`config.mk`:
```
export PLATFORM = sky130hd
export DESIGN_NAME = continuous_autofocus_trigger_unit_flat
export DESIGN_NICKNAME = d
export VERILOG_FILES = /design/src/sv/caft_pkg.sv /design/src/sv/caft_if.sv /design/src/sv/caft_stats.sv /design/src/sv/caft_ctrl.sv /design/src/sv/continuous_autofocus_trigger_unit.sv /design/src/flat_wrapper.sv
export SDC_FILE = /design/constraint.sdc
export NUM_CORES = 2
export LEC_CHECK = 0
export BUFFER_PORTS_ARGS = -buffer_cell sky130_fd_sc_hd__buf_4
export CORE_MARGIN = 8
export CORE_UTILIZATION = 60
export CTS_CLUSTER_DIAMETER = 80
export DETAILED_ROUTE_END_ITERATION = 8
export PLACE_DENSITY_LB_ADDON = 0.12
export SYNTH_ARGS = -nofsm -noshare
export SYNTH_HDL_FRONTEND = slang
export SYNTH_SLANG_ARGS = --single-unit
```
`constraint.sdc`:
```
create_clock -name i_clk -period 11.22 [get_ports i_clk]
set_clock_uncertainty 0.15 [all_clocks]
set_input_delay 0.561 -clock i_clk [delete_from_list [all_inputs] [get_ports i_clk]]
set_output_delay 0.561 -clock i_clk [all_outputs]
set_load 0.02 [all_outputs]
```
`src/sv/caft_pkg.sv`:
```
// ----------------------------------------------------------------------------
// caft_pkg: shared types and constants
// beat payloads, configuration image, history and flag bundles for the
// continuous autofocus trigger
// ----------------------------------------------------------------------------
package caft_pkg;

    // force request codes, code 3 is unused and behaves as none
    localparam logic [1:0] FORCE_NONE  = 2'd0;
    localparam logic [1:0] FORCE_START = 2'd1;
    localparam logic [1:0] FORCE_STOP  = 2'd2;
    localparam logic [1:0] FORCE_RSVD  = 2'd3;

    // configuration register indexes
    typedef enum logic [2:0] {
        CFG_STARTUP_DELAY  = 3'd0,
        CFG_VALID_HOLD     = 3'd1,
        CFG_SINGLE_HOLD    = 3'd2,
        CFG_TRIGGER_DELAY  = 3'd3,
        CFG_SHAKE_HOLD     = 3'd4,
        CFG_CAPTURE_WINDOW = 3'd5
    } t_cfg_idx;

    // sharpness is usable with 4 to 7 decimal digits
    localparam logic [23:0] C_SHARP_MIN = 24'd1000;
    localparam logic [23:0] C_SHARP_MAX = 24'd9999999;
    // five and six digit ranges pick the relative threshold
    localparam logic [23:0] C_DIG5_MIN  = 24'd10000;
    localparam logic [23:0] C_DIG5_MAX  = 24'd99999;
    localparam logic [23:0] C_DIG6_MIN  = 24'd100000;
    localparam logic [23:0] C_DIG6_MAX  = 24'd999999;
    localparam logic [5:0]  C_THR_DIV5  = 6'd50;
    localparam logic [8:0]  C_THR_DIV6  = 9'd300;

    // percent style checks on brightness and white balance
    localparam logic [6:0]  C_PCT_SCALE   = 7'd100;
    localparam logic [3:0]  C_BR_PCT      = 4'd10;
    localparam logic [4:0]  C_WB_PCT_LAST = 5'd30;
    localparam logic [2:0]  C_WB_PCT_REF  = 3'd5;
    localparam logic [15:0] C_QUIET_LIM   = 16'd5;
    localparam logic [15:0] C_WB_MIN_STEP = 16'd50;

    typedef struct packed {
        logic [23:0] sharpness;
        logic [15:0] white_balance;
        logic [15:0] brightness;
        logic [1:0]  force_request;
        logic        lens_settled;
        logic        single_focus_active;
        logic        capture_started;
        logic        motion_started;
    } t_in_item;

    typedef struct packed {
        logic focus_trigger;
        logic tracking_valid;
    } t_out_item;

    typedef struct packed {
        logic [7:0] startup_delay;
        logic [7:0] valid_hold;
        logic [7:0] single_hold;
        logic [7:0] trigger_delay;
        logic [7:0] shake_hold;
        logic [7:0] capture_window;
    } t_cfg;

    localparam t_cfg C_CFG_RESET = '{
        startup_delay:  8'd10,
        valid_hold:     8'd5,
        single_hold:    8'd5,
        trigger_delay:  8'd3,
        shake_hold:     8'd5,
        capture_window: 8'd10
    };

    // statistics remembered from earlier frames
    typedef struct packed {
        logic [23:0] last_sharpness;
        logic [15:0] last_balance;
        logic [15:0] last_brightness;
        logic [15:0] ref_balance;
        logic [15:0] ref_brightness;
    } t_hist;

    // comparator results handed to the control logic
    typedef struct packed {
        logic sharp_ok;
        logic change_hit;
        logic scene_hit;
    } t_flags;

endpackage

```
`src/sv/caft_if.sv`:
```
// ----------------------------------------------------------------------------
// caft_if: valid/ready channel
// one beat moves when valid and ready are both high at a rising clock edge
// ----------------------------------------------------------------------------
interface caft_if #(
    parameter type T = caft_pkg::t_in_item
) ();
    logic valid;
    logic ready;
    T     data;

    modport source (output valid, output data, input ready);
    modport sink   (input valid, input data, output ready);
endinterface

```
`src/sv/caft_stats.sv`:
```
// ----------------------------------------------------------------------------
// caft_stats: frame statistic comparators
// sharpness range, change detector and scene check against stored statistics
// ----------------------------------------------------------------------------
module caft_stats (
    input  caft_pkg::t_in_item i_item,
    input  caft_pkg::t_hist    i_hist,
    output caft_pkg::t_flags   o_flags
);
    logic [23:0] w_sd;
    logic [15:0] w_wd, w_bd, w_wd_ref, w_bd_ref;
    logic        w_start, w_stop;
    logic        w_dig5, w_dig6, w_sharp_hit, w_quiet, w_stat_hit, w_change;
    logic [29:0] w_sd_x50;
    logic [32:0] w_sd_x300;
    logic [22:0] w_bd_x100, w_wd_x100, w_bdr_x100, w_wdr_x100;
    logic [22:0] w_lbr_x10, w_lwb_x30, w_rbr_x10, w_rwb_x5;

    assign w_start = (i_item.force_request == caft_pkg::FORCE_START);
    assign w_stop  = (i_item.force_request == caft_pkg::FORCE_STOP);

    // absolute differences
    assign w_sd = (i_hist.last_sharpness > i_item.sharpness)
                ? i_hist.last_sharpness - i_item.sharpness
                : i_item.sharpness - i_hist.last_sharpness;
    assign w_wd = (i_item.white_balance > i_hist.last_balance)
                ? i_item.white_balance - i_hist.last_balance
                : i_hist.last_balance - i_item.white_balance;
    assign w_bd = (i_item.brightness > i_hist.last_brightness)
                ? i_item.brightness - i_hist.last_brightness
                : i_hist.last_brightness - i_item.brightness;
    assign w_wd_ref = (i_item.white_balance > i_hist.ref_balance)
                    ? i_item.white_balance - i_hist.ref_balance
                    : i_hist.ref_balance - i_item.white_balance;
    assign w_bd_ref = (i_item.brightness > i_hist.ref_brightness)
                    ? i_item.brightness - i_hist.ref_brightness
                    : i_hist.ref_brightness - i_item.brightness;

    assign o_flags.sharp_ok = (i_item.sharpness >= caft_pkg::C_SHARP_MIN)
                           && (i_item.sharpness <= caft_pkg::C_SHARP_MAX);

    // d > last/k is the same as d*k > last for integers
    assign w_dig5    = (i_hist.last_sharpness >= caft_pkg::C_DIG5_MIN)
                    && (i_hist.last_sharpness <= caft_pkg::C_DIG5_MAX);
    assign w_dig6    = (i_hist.last_sharpness >= caft_pkg::C_DIG6_MIN)
                    && (i_hist.last_sharpness <= caft_pkg::C_DIG6_MAX);
    assign w_sd_x50  = 30'(w_sd) * 30'(caft_pkg::C_THR_DIV5);
    assign w_sd_x300 = 33'(w_sd) * 33'(caft_pkg::C_THR_DIV6);

    always_comb begin
        if (w_dig5) begin
            w_sharp_hit = (w_sd_x50 > 30'(i_hist.last_sharpness));
        end else if (w_dig6) begin
            w_sharp_hit = (w_sd_x300 > 33'(i_hist.last_sharpness));
        end else begin
            w_sharp_hit = (w_sd != 24'd0);
        end
    end

    assign w_bd_x100  = 23'(w_bd) * 23'(caft_pkg::C_PCT_SCALE);
    assign w_wd_x100  = 23'(w_wd) * 23'(caft_pkg::C_PCT_SCALE);
    assign w_lbr_x10  = 23'(i_hist.last_brightness) * 23'(caft_pkg::C_BR_PCT);
    assign w_lwb_x30  = 23'(i_hist.last_balance) * 23'(caft_pkg::C_WB_PCT_LAST);
    assign w_bdr_x100 = 23'(w_bd_ref) * 23'(caft_pkg::C_PCT_SCALE);
    assign w_wdr_x100 = 23'(w_wd_ref) * 23'(caft_pkg::C_PCT_SCALE);
    assign w_rbr_x10  = 23'(i_hist.ref_brightness) * 23'(caft_pkg::C_BR_PCT);
    assign w_rwb_x5   = 23'(i_hist.ref_balance) * 23'(caft_pkg::C_WB_PCT_REF);

    // steady light and balance veto a sharpness-only change
    assign w_quiet = (w_bd < caft_pkg::C_QUIET_LIM) && (i_item.brightness != 16'd0)
                  && (w_wd < caft_pkg::C_QUIET_LIM) && (i_item.white_balance != 16'd0)
                  && !w_stop;

    assign w_stat_hit = ((w_bd_x100 > w_lbr_x10) && (i_hist.last_brightness != 16'd0))
                     || ((w_wd_x100 > w_lwb_x30) && (i_hist.last_balance != 16'd0)
                         && (w_wd > caft_pkg::C_WB_MIN_STEP));

    assign w_change = w_stop || (w_sharp_hit ? (!w_quiet && !w_start) : w_stat_hit);

    assign o_flags.change_hit = o_flags.sharp_ok && w_change;

    assign o_flags.scene_hit = ((w_bdr_x100 > w_rbr_x10) && (i_hist.ref_brightness != 16'd0))
                            || ((w_wdr_x100 > w_rwb_x5) && (i_hist.ref_balance != 16'd0));
endmodule

```
`src/sv/caft_ctrl.sv`:
```
// ----------------------------------------------------------------------------
// caft_ctrl: trigger decision state
// per-frame holds, locks, capture window, arming delay and shake hold
// ----------------------------------------------------------------------------
module caft_ctrl (
    input  logic                i_clk,
    input  logic                i_rst_n,
    input  logic                i_step,
    input  caft_pkg::t_in_item  i_item,
    input  caft_pkg::t_cfg      i_cfg,
    output caft_pkg::t_out_item o_result
);
    logic        r_tracking_on, n_tracking_on;
    logic [7:0]  r_startup_cnt, n_startup_cnt;
    logic [7:0]  r_valid_cnt, n_valid_cnt;
    logic [7:0]  r_single_cnt, n_single_cnt;
    logic [7:0]  r_capture_cnt, n_capture_cnt;
    logic        r_detect_pend, n_detect_pend;
    logic        r_capture_pend, n_capture_pend;
    logic        r_motion_pend, n_motion_pend;
    logic        r_armed, n_armed;
    logic        r_change_seen, n_change_seen;
    logic        r_moving, n_moving;
    logic signed [8:0] r_delay_cnt, n_delay_cnt;
    logic signed [8:0] r_shake_cnt, n_shake_cnt;
    caft_pkg::t_hist   r_hist, n_hist;
    caft_pkg::t_flags  w_flags;
    logic              w_fire;

    caft_stats u_stats (
        .i_item  (i_item),
        .i_hist  (r_hist),
        .o_flags (w_flags)
    );

    always_comb begin : p_next
        logic              cap_now;
        logic              mot_now;
        logic              past;
        logic              f_start;
        logic              f_stop;
        logic              seen;
        logic              arm;
        logic              mov;
        logic              mot;
        logic signed [8:0] dly;
        logic signed [8:0] shk;

        f_start = (i_item.force_request == caft_pkg::FORCE_START);
        f_stop  = (i_item.force_request == caft_pkg::FORCE_STOP);
        cap_now = r_capture_pend | i_item.capture_started;
        mot_now = r_motion_pend | i_item.motion_started;
        past    = 1'b0;
        seen    = r_change_seen;
        arm     = r_armed;
        mov     = r_moving;
        mot     = mot_now;
        dly     = r_delay_cnt;
        shk     = r_shake_cnt;

        w_fire         = 1'b0;
        n_tracking_on  = r_tracking_on;
        n_startup_cnt  = r_startup_cnt;
        n_valid_cnt    = r_valid_cnt;
        n_single_cnt   = r_single_cnt;
        n_capture_cnt  = r_capture_cnt;
        n_detect_pend  = r_detect_pend;
        n_capture_pend = cap_now;
        n_motion_pend  = mot_now;
        n_armed        = r_armed;
        n_change_seen  = r_change_seen;
        n_moving       = r_moving;
        n_delay_cnt    = r_delay_cnt;
        n_shake_cnt    = r_shake_cnt;
        n_hist         = r_hist;

        if (!r_tracking_on) begin
            // startup wait, first focus once the lens is done
            past = (r_startup_cnt > i_cfg.startup_delay);
            if (r_startup_cnt != 8'hFF) begin
                n_startup_cnt = r_startup_cnt + 8'd1;
            end
            if (past && i_item.lens_settled) begin
                w_fire        = 1'b1;
                n_tracking_on = 1'b1;
                n_startup_cnt = 8'd0;
                n_valid_cnt   = i_cfg.valid_hold;
            end
        end else if (r_valid_cnt != 8'd0) begin
            n_valid_cnt   = r_valid_cnt - 8'd1;
            n_armed       = 1'b0;
            n_change_seen = 1'b0;
        end else if (i_item.single_focus_active) begin
            n_single_cnt  = i_cfg.single_hold;
            n_armed       = 1'b0;
            n_change_seen = 1'b0;
        end else if (r_single_cnt != 8'd0) begin
            n_single_cnt = r_single_cnt - 8'd1;
            if (r_single_cnt == 8'd1) begin
                n_detect_pend = 1'b1;
            end
        end else if (r_detect_pend) begin
            n_hist.ref_balance    = i_item.white_balance;
            n_hist.ref_brightness = i_item.brightness;
            if (w_flags.scene_hit && i_item.lens_settled) begin
                w_fire        = 1'b1;
                n_detect_pend = 1'b0;
                n_armed       = 1'b0;
                n_change_seen = 1'b0;
            end
        end else if (cap_now) begin
            n_hist.ref_balance    = i_item.white_balance;
            n_hist.ref_brightness = i_item.brightness;
            if (w_flags.scene_hit && i_item.lens_settled) begin
                w_fire         = 1'b1;
                n_capture_pend = 1'b0;
                n_armed        = 1'b0;
                n_change_seen  = 1'b0;
            end
            past = (r_capture_cnt > i_cfg.capture_window);
            if (r_capture_cnt != 8'hFF) begin
                n_capture_cnt = r_capture_cnt + 8'd1;
            end
            if (past) begin
                n_capture_cnt  = 8'd0;
                n_capture_pend = 1'b0;
                n_armed        = 1'b0;
                n_change_seen  = 1'b0;
            end
        end else begin
            // normal tracking: change detect, delay, stability, shake hold
            if (!r_armed) begin
                seen = w_flags.change_hit;
                if (w_flags.sharp_ok && f_stop) begin
                    mov = 1'b1;
                    mot = 1'b0;
                end
                if (seen) begin
                    dly = $signed({1'b0, i_cfg.trigger_delay});
                    arm = 1'b1;
                end
            end
            if (seen) begin
                if (mot) begin
                    seen = 1'b0;
                    shk  = 9'sd0;
                end
                if ((dly < 9'sd1) && w_flags.sharp_ok && f_start && mov) begin
                    mov = 1'b0;
                    if (i_item.lens_settled) begin
                        w_fire = 1'b1;
                        seen   = 1'b0;
                        shk    = $signed({1'b0, i_cfg.shake_hold});
                    end
                end
                if (dly > -9'sd1) begin
                    dly = dly - 9'sd1;
                end
            end
            if (shk > 9'sd0) begin
                shk = shk - 9'sd1;
            end else if (shk == 9'sd0) begin
                arm = 1'b0;
                shk = -9'sd1;
            end
            n_change_seen = seen;
            n_armed       = arm;
            n_moving      = mov;
            n_motion_pend = mot;
            n_delay_cnt   = dly;
            n_shake_cnt   = shk;
        end

        n_hist.last_sharpness  = i_item.sharpness;
        n_hist.last_balance    = i_item.white_balance;
        n_hist.last_brightness = i_item.brightness;
    end

    always_ff @(posedge i_clk) begin
        if (!i_rst_n) begin
            r_tracking_on  <= 1'b0;
            r_startup_cnt  <= 8'd0;
            r_valid_cnt    <= 8'd0;
            r_single_cnt   <= 8'd0;
            r_capture_cnt  <= 8'd0;
            r_detect_pend  <= 1'b0;
            r_capture_pend <= 1'b0;
            r_motion_pend  <= 1'b0;
            r_armed        <= 1'b0;
            r_change_seen  <= 1'b0;
            r_moving       <= 1'b0;
            r_delay_cnt    <= 9'sd0;
            r_shake_cnt    <= 9'sd0;
            r_hist         <= '0;
        end else if (i_step) begin
            r_tracking_on  <= n_tracking_on;
            r_startup_cnt  <= n_startup_cnt;
            r_valid_cnt    <= n_valid_cnt;
            r_single_cnt   <= n_single_cnt;
            r_capture_cnt  <= n_capture_cnt;
            r_detect_pend  <= n_detect_pend;
            r_capture_pend <= n_capture_pend;
            r_motion_pend  <= n_motion_pend;
            r_armed        <= n_armed;
            r_change_seen  <= n_change_seen;
            r_moving       <= n_moving;
            r_delay_cnt    <= n_delay_cnt;
            r_shake_cnt    <= n_shake_cnt;
            r_hist         <= n_hist;
        end
    end

    assign o_result.focus_trigger  = w_fire;
    assign o_result.tracking_valid = n_tracking_on;

    // tracking never drops once the first focus has happened
    a_tracking_sticky: assert property (@(posedge i_clk) disable iff (!i_rst_n)
        r_tracking_on |=> r_tracking_on)
        else $error("tracking dropped");

    // delay and shake counters stay at or above their floor
    a_delay_floor: assert property (@(posedge i_clk) disable iff (!i_rst_n)
        r_delay_cnt >= -9'sd1)
        else $error("delay counter below floor");

    a_shake_floor: assert property (@(posedge i_clk) disable iff (!i_rst_n)
        r_shake_cnt >= -9'sd1)
        else $error("shake counter below floor");
endmodule

```
`src/sv/continuous_autofocus_trigger_unit.sv`:
```
// ----------------------------------------------------------------------------
// continuous_autofocus_trigger_unit: per-frame autofocus trigger decision
// takes one beat of frame statistics and flags per frame and returns one
// beat saying whether to start an autofocus run
// ----------------------------------------------------------------------------
//  channel    dir   handshake          payload
//  i_in       in    valid / ready      t_in_item, one beat per frame
//  o_out      out   valid / ready      t_out_item, one beat per input beat
//  i_cfg_*    in    write enable only  3-bit register index, 8-bit data
//
//  one beat per cycle sustained while the output is taken; a beat waits in
//  the input register until the output register is free, then moves on
//  synchronous active-low reset clears control and decision state,
//  configuration returns to its default values
//  a stalled output holds its beat; the input register still takes a new
//  beat in the same cycle the output beat is taken
// ----------------------------------------------------------------------------
module continuous_autofocus_trigger_unit (
    input  logic        i_clk,
    input  logic        i_rst_n,
    caft_if.sink        i_in,
    caft_if.source      o_out,
    input  logic        i_cfg_we,
    input  logic [2:0]  i_cfg_idx,
    input  logic [7:0]  i_cfg_data
);
    // input register stage
    logic                r_in_vld;
    caft_pkg::t_in_item  r_in;
    // output register stage
    logic                r_out_vld;
    caft_pkg::t_out_item r_out;
    // configuration registers
    caft_pkg::t_cfg      r_cfg;
    // decision result of the beat in the input register
    caft_pkg::t_out_item w_result;
    // input beat moves into the output register this cycle
    logic                w_adv;

    assign w_adv      = r_in_vld && (!r_out_vld || o_out.ready);
    assign i_in.ready = !r_in_vld || w_adv;

    assign o_out.valid = r_out_vld;
    assign o_out.data  = r_out;

    // decision logic and its state, stepped once per frame
    caft_ctrl u_ctrl (
        .i_clk    (i_clk),
        .i_rst_n  (i_rst_n),
        .i_step   (w_adv),
        .i_item   (r_in),
        .i_cfg    (r_cfg),
        .o_result (w_result)
    );

    // handshake control for both register stages
    always_ff @(posedge i_clk) begin
        if (!i_rst_n) begin
            r_in_vld  <= 1'b0;
            r_out_vld <= 1'b0;
        end else begin
            if (i_in.ready) begin
                r_in_vld <= i_in.valid;
            end
            if (w_adv) begin
                r_out_vld <= 1'b1;
            end else if (o_out.ready) begin
                r_out_vld <= 1'b0;
            end
        end
    end

    // payload registers, no reset needed
    always_ff @(posedge i_clk) begin
        if (i_in.valid && i_in.ready) begin
            r_in <= i_in.data;
        end
        if (w_adv) begin
            r_out <= w_result;
        end
    end

    // configuration write decoder, indexes past the list are ignored
    always_ff @(posedge i_clk) begin
        if (!i_rst_n) begin
            r_cfg <= caft_pkg::C_CFG_RESET;
        end else if (i_cfg_we) begin
            unique case (i_cfg_idx)
                caft_pkg::CFG_STARTUP_DELAY:  r_cfg.startup_delay  <= i_cfg_data;
                caft_pkg::CFG_VALID_HOLD:     r_cfg.valid_hold     <= i_cfg_data;
                caft_pkg::CFG_SINGLE_HOLD:    r_cfg.single_hold    <= i_cfg_data;
                caft_pkg::CFG_TRIGGER_DELAY:  r_cfg.trigger_delay  <= i_cfg_data;
                caft_pkg::CFG_SHAKE_HOLD:     r_cfg.shake_hold     <= i_cfg_data;
                caft_pkg::CFG_CAPTURE_WINDOW: r_cfg.capture_window <= i_cfg_data;
                default: begin
                end
            endcase
        end
    end

    // a fired trigger always comes with tracking enabled
    a_fire_tracks: assert property (@(posedge i_clk) disable iff (!i_rst_n)
        r_out_vld |-> (!r_out.focus_trigger || r_out.tracking_valid))
        else $error("trigger without tracking");

    // an empty output register never blocks the input side
    a_ready_when_empty: assert property (@(posedge i_clk) disable iff (!i_rst_n)
        !r_out_vld |-> i_in.ready)
        else $error("input stalled with empty output");

    // an advanced beat always lands in the output register
    a_adv_lands: assert property (@(posedge i_clk) disable iff (!i_rst_n)
        w_adv |=> r_out_vld)
        else $error("advanced beat lost");
endmodule

```
`src/flat_wrapper.sv`:
```
// flat-port wrapper written by rule: the top's interface ports become plain ports
module continuous_autofocus_trigger_unit_flat 
  (i_clk, i_rst_n, i_cfg_we, i_cfg_idx, i_cfg_data, i_in_valid, i_in_data, i_in_ready, o_out_valid, o_out_data, o_out_ready);
  caft_if #(.T(caft_pkg::t_in_item)) i_in_i ();
  caft_if #(.T(caft_pkg::t_out_item)) o_out_i ();
  input  logic i_clk;
  input  logic i_rst_n;
  input  logic i_cfg_we;
  input  logic [2:0] i_cfg_idx;
  input  logic [7:0] i_cfg_data;
  input wire logic [$bits(i_in_i.valid)-1:0] i_in_valid;
  input wire logic [$bits(i_in_i.data)-1:0] i_in_data;
  output wire logic [$bits(i_in_i.ready)-1:0] i_in_ready;
  output wire logic [$bits(o_out_i.valid)-1:0] o_out_valid;
  output wire logic [$bits(o_out_i.data)-1:0] o_out_data;
  input wire logic [$bits(o_out_i.ready)-1:0] o_out_ready;
  assign i_in_i.valid = i_in_valid;
  assign i_in_i.data = i_in_data;
  assign i_in_ready = i_in_i.ready;
  assign o_out_valid = o_out_i.valid;
  assign o_out_data = o_out_i.data;
  assign o_out_i.ready = o_out_ready;
  continuous_autofocus_trigger_unit u_core (.i_clk(i_clk), .i_rst_n(i_rst_n), .i_in(i_in_i), .o_out(o_out_i), .i_cfg_we(i_cfg_we), .i_cfg_idx(i_cfg_idx), .i_cfg_data(i_cfg_data));
endmodule
```
==> results.md <==
Status:
- The flow ran to the end, and the final reports show no timing, DRC or antenna violations.

Synthesis:
- The number of distinct library cells after synthesis is 90.
- For this run, the leading register cell type out of synthesis is sky130_fd_sc_hd__dfxtp_1.
- In the synthesized netlist, the number of instances is 4678.
- The register bit count reported by yosys is 259.
- The total standard cell area after synthesis is 37700 um2.
- The proportion of netlist area held by the largest area contributor is 27.4%.
- The fraction of the yosys area taken by sequential cells is 15.4%.
- A synthesized cell averages 8.06 um2.
- The async set-reset flop share out of synthesis is 0%.
- Sorting the synthesized cells by area gives the leading types as sky130_fd_sc_hd__ha_1 (27%), sky130_fd_sc_hd__dfxtp_1 (10%), sky130_fd_sc_hd__fa_1 (7.6%).
- The total nets after synthesis is 5724.
- Counting flops with a built-in enable in the synthesized netlist gives 64.
- For this run, the number of Yosys warnings is 0.
- The biggest area contributor in the post-synthesis netlist is sky130_fd_sc_hd__ha_1.

Worst setup path:
- The endpoint required time on the critical path is 11.49 ns.
- The start point of the critical path is u_core.r_in[38].
- Setup slack on the worst reg-to-reg path comes out at 0.27 ns.
- In this run the critical register-to-register path is captured at u_core.u_ctrl.r_delay_cnt[6].
- The slowest stage of the critical path belongs to the cell sky130_fd_sc_hd__fa_1.
- The critical path start-end classification is reg -> reg.
- The worst flop-to-flop path startpoint is u_core.r_in[38].
- The top fanout value on the critical path is 6.
- The arrival time of data at the critical path endpoint is 11.22 ns.
- The cell family contributing the most delay on the critical path is compound AO/OA/AOI/OAI gates.
- The kind of launch point of the worst setup path is a flop.
- The worst register-to-register path has a depth of 54.
- The type of element capturing the critical path is a flop.
- The cell that appears most often on the critical path is sky130_fd_sc_hd__inv_1.
- The combined buffer and inverter count along the critical path is 6.
- For this run, the slowest stage of the critical path takes 0.54 ns.

Hold path:
- The path class of the tightest hold or removal check is in -> reg.
- The worst hold path terminates at u_core.r_in[31].
- Counting instances, the worst hold path has a depth of 1.
- In this run the most critical hold path is launched from i_in_data[31].

Clock network:
- The CTS tree is done.
- The number of levels in the clock H-tree is 1.
- Clock tree synthesis inserted a total of 29 buffers.
- The clock net in this run drives a total of 259 sinks.
- The clock insertion delay at the later pin of the skew report is 0.60 ns.
- Counting along the longest clock path gives a buffer depth of 3.
- The clock-pin slew of the registers on the worst-case setup and hold paths is 0.06 ns.
- The root buffer cell is sky130_fd_sc_hd__clkbuf_16.

Final layout:
- The filler-free cell count of the finished design is 5697.
- In the layout the commonest cells are sky130_fd_sc_hd__ha_1 (807), sky130_fd_sc_hd__inv_1 (722), sky130_fd_sc_hd__a21oi_1 (479).
- Fill cells in the final layout number 5511.
- The number of diodes is 0.
- The final instance area is 41800 um2.
- In the final layout, the share of cells above drive strength 1 is 8.53%.
- The library cell used most frequently in the layout, excluding fill and tap cells, is sky130_fd_sc_hd__ha_1.
- The post-synthesis to final-layout area growth is 10.8%.
- The final net count is 5874.

Routing:
- For this block, the routed nets add up to 98300 um of wire.
- The count of unresolved DRC violations after routing is 0.
- After the first detailed-routing iteration, the DRC count stood at 2121.
- The number of antenna-violating nets in the routed design is 0.
- The detailed-routing iteration count for the pre-antenna-repair pass is 5.
- The total via count after detailed routing is 32900.
- Using the TritonRoute via totals, the vias-per-cell ratio works out to 5.78.
- The post-detailed-route wirelength per cell is 17.3 um.

Floorplanning:
- 82 I/O pins were placed.
- The die boundary height is 267 um.
- The core region area is 62600 um2.
- The floorplan step set the die width to 267 um.
- The site row count is 92.
- The initial utilization of the core area, before any placement, comes to 60.2%.
- The floorplan step defined a die boundary enclosing 71100 um2.

Pwr:
- The worst-case IR drop observed on VDD is 0.000389 V.
- Dividing total power by cell area gives a power density of 322 nW/um2.
- The leakage power total is 20.7 nW.

Placement:
- The congestion estimate from routability-driven global placement came to 0.976.
- The placement-stage cell area is 39600 um2.
- The number of I/O port buffers is 81.
- Counting tap cells, the placed design contains a total of 5577 instances.
- The estimated wirelength of the detail-placed design is 77900 um.

Timing:
- The number of failing hold endpoints at the final stage is 0.
- The total count of max-transition violations in the final report is 0.
- The pin slew with the least headroom to its limit is 1.12 ns.
- Across all hold checks on the routed design, the worst slack comes to 0.0168 ns.
- Timing would allow up to 91.4 MHz.
- The worst slew margin relative to its limit is 25.6%.
- Dividing the final minimum period by the clock period gives 97.6%.
- Counting I/O delays and the setup requirement, the final critical path takes 10.95 ns.
- Setup violations remaining at the end of the flow were counted as 0.

Global routing:
- The number of global-route vias before repair is 32000.
- The global-route usage over all layers is 27.1%.
- The initial antenna violation count is 1.
- The first global-routing pass estimated 161000 um of wire.
- Entering global routing, the biggest net connects 91 pins.
- The total overflow left after global routing is 0.

Run:
- The number of maximum-capacitance violations is 0.
-- worst max path at each step --
stage / end / slack (ns) / depth (start not counted)
2_1_floorplan: u_core.u_ctrl.r_delay_cnt[6] / 0.05 / 48
3_3_place_gp: u_core.u_ctrl.r_delay_cnt[6] / -0.21 / 55
3_5_place_dp: u_core.u_ctrl.r_shake_cnt[0] / -0.23 / 54
4_1_cts: u_core.u_ctrl.r_delay_cnt[6] / 0.005 / 55
5_1_grt: u_core.u_ctrl.r_delay_cnt[6] / -0.24 / 51
6_report: u_core.u_ctrl.r_delay_cnt[6] / 0.27 / 54
-- cell families after synthesis --
logic type,share of synthesized area [%]
AO/OA/AOI/OAI,19.5
flip-flops,15.4
multiplexers,2.29
adder cells (fa/ha/maj),35.0
buffers and inverters,8.50
AND/OR/NAND/NOR,13.6
XOR/XNOR,5.67
-- per-stage QoR --
stage / setup TNS (ns) / total power (W) / util (%) / setup WS (ns)
after floorplan: 0 / 0.00929 / - / 0.0543
after global placement: -1.03 / 0.0118 / 63.3 / -0.213
after detailed placement: -1.43 / 0.0119 / 63.3 / -0.231
after CTS: 0 / 0.0130 / 65.6 / 0.00456
after global routing: -0.993 / 0.0150 / 66.8 / -0.236
final: 0 / 0.0135 / 66.8 / 0.274
-- state kept, by name (all words and copies together), names as in the netlist, 2 cells and up --
name                         flops
u_core.u_ctrl.r_single_cnt       8
u_core.u_ctrl.r_hist            88
u_core.u_ctrl.r_shake_cnt        9
u_core.u_ctrl.r_capture_cnt      8
u_core.o_out.data                2
u_core.r_in                     62
u_core.r_cfg                    48
u_core.u_ctrl.r_startup_cnt      8
u_core.u_ctrl.r_valid_cnt        8
u_core.u_ctrl.r_delay_cnt        9
-- metal layers --
metal / vias to the layer above / track usage [%] / part of all wire [%]
li1: 16500 / - / -
met1: 15500 / 37.4 / 47
met2: 796 / 44.8 / 45
met3: 153 / 3.47 / 5.1
met4: 2 / 6.22 / 2.6
met5: - / 0 / 0.013
-- worst register-to-register path, delay by kind of cell (launching register included) --
kind            cells  cell delay [ns]
flops               1             0.40
xor+xnor            2             0.36
fa+ha+maj           9             3.02
compound gates     23             3.60
simple gates       12             2.22
buf+inv             6             0.37
mux                 2             0.66
-- power by group --
part	internal (W)	total, W	switching, W
sequential	0.000988	0.00103	0.0000389
clock	0.000525	0.000970	0.000445
combinational	0.00492	0.0115	0.00656
total	0.00643	0.0135	0.00704
-- cell type report --
| type | count | area, um2 | area share [%] |
|---|---|---|---|
| well taps | 846 | 1060 | 2.53 |
| inverters | 728 | 2740 | 6.54 |
| multi-input cells | 3572 | 29300 | 70.1 |
| flip-flops and latches | 259 | 5830 | 14.0 |
| clock inverters | 18 | 134 | 0.320 |
| clock buffers | 36 | 815 | 1.95 |
| repair buffers | 238 | 1940 | 4.63 |
-- Yosys cell counts, types with 11 or more instances --
library cell               count
sky130_fd_sc_hd__xnor2_1     145
sky130_fd_sc_hd__o21a_1       24
sky130_fd_sc_hd__clkbuf_1     98
sky130_fd_sc_hd__nand2b_1     49
sky130_fd_sc_hd__o21bai_1     55
sky130_fd_sc_hd__nor2_1      201
sky130_fd_sc_hd__xor2_1       99
sky130_fd_sc_hd__a31oi_1      26
sky130_fd_sc_hd__fa_1        143
sky130_fd_sc_hd__a21o_1      172
sky130_fd_sc_hd__buf_2        13
sky130_fd_sc_hd__o21ai_0     185
sky130_fd_sc_hd__nand4_1      77
sky130_fd_sc_hd__o211ai_1     17
sky130_fd_sc_hd__a221oi_1     17
sky130_fd_sc_hd__nand3_1      97
sky130_fd_sc_hd__a211oi_1     29
sky130_fd_sc_hd__ha_1        825
sky130_fd_sc_hd__nor2b_1      39
sky130_fd_sc_hd__mux2_2       22
sky130_fd_sc_hd__nand2_1     449
sky130_fd_sc_hd__inv_1       725
sky130_fd_sc_hd__and2_1       11
sky130_fd_sc_hd__edfxtp_1     64
sky130_fd_sc_hd__and3_1       18
sky130_fd_sc_hd__a21oi_1     496
sky130_fd_sc_hd__nor4_1       39
sky130_fd_sc_hd__or3_1        15
sky130_fd_sc_hd__nor3_1       56
sky130_fd_sc_hd__dfxtp_1     195
sky130_fd_sc_hd__mux2i_1      60
-- timing repair --
action,CTS,global route
setup buffers,0,18
endpoints found under the hold margin,48,0
gates resized for setup,11,130
hold buffers,48,0
endpoints found under the setup margin,12,19
pin swaps,4,34
(Power assumes the default switching activity.)
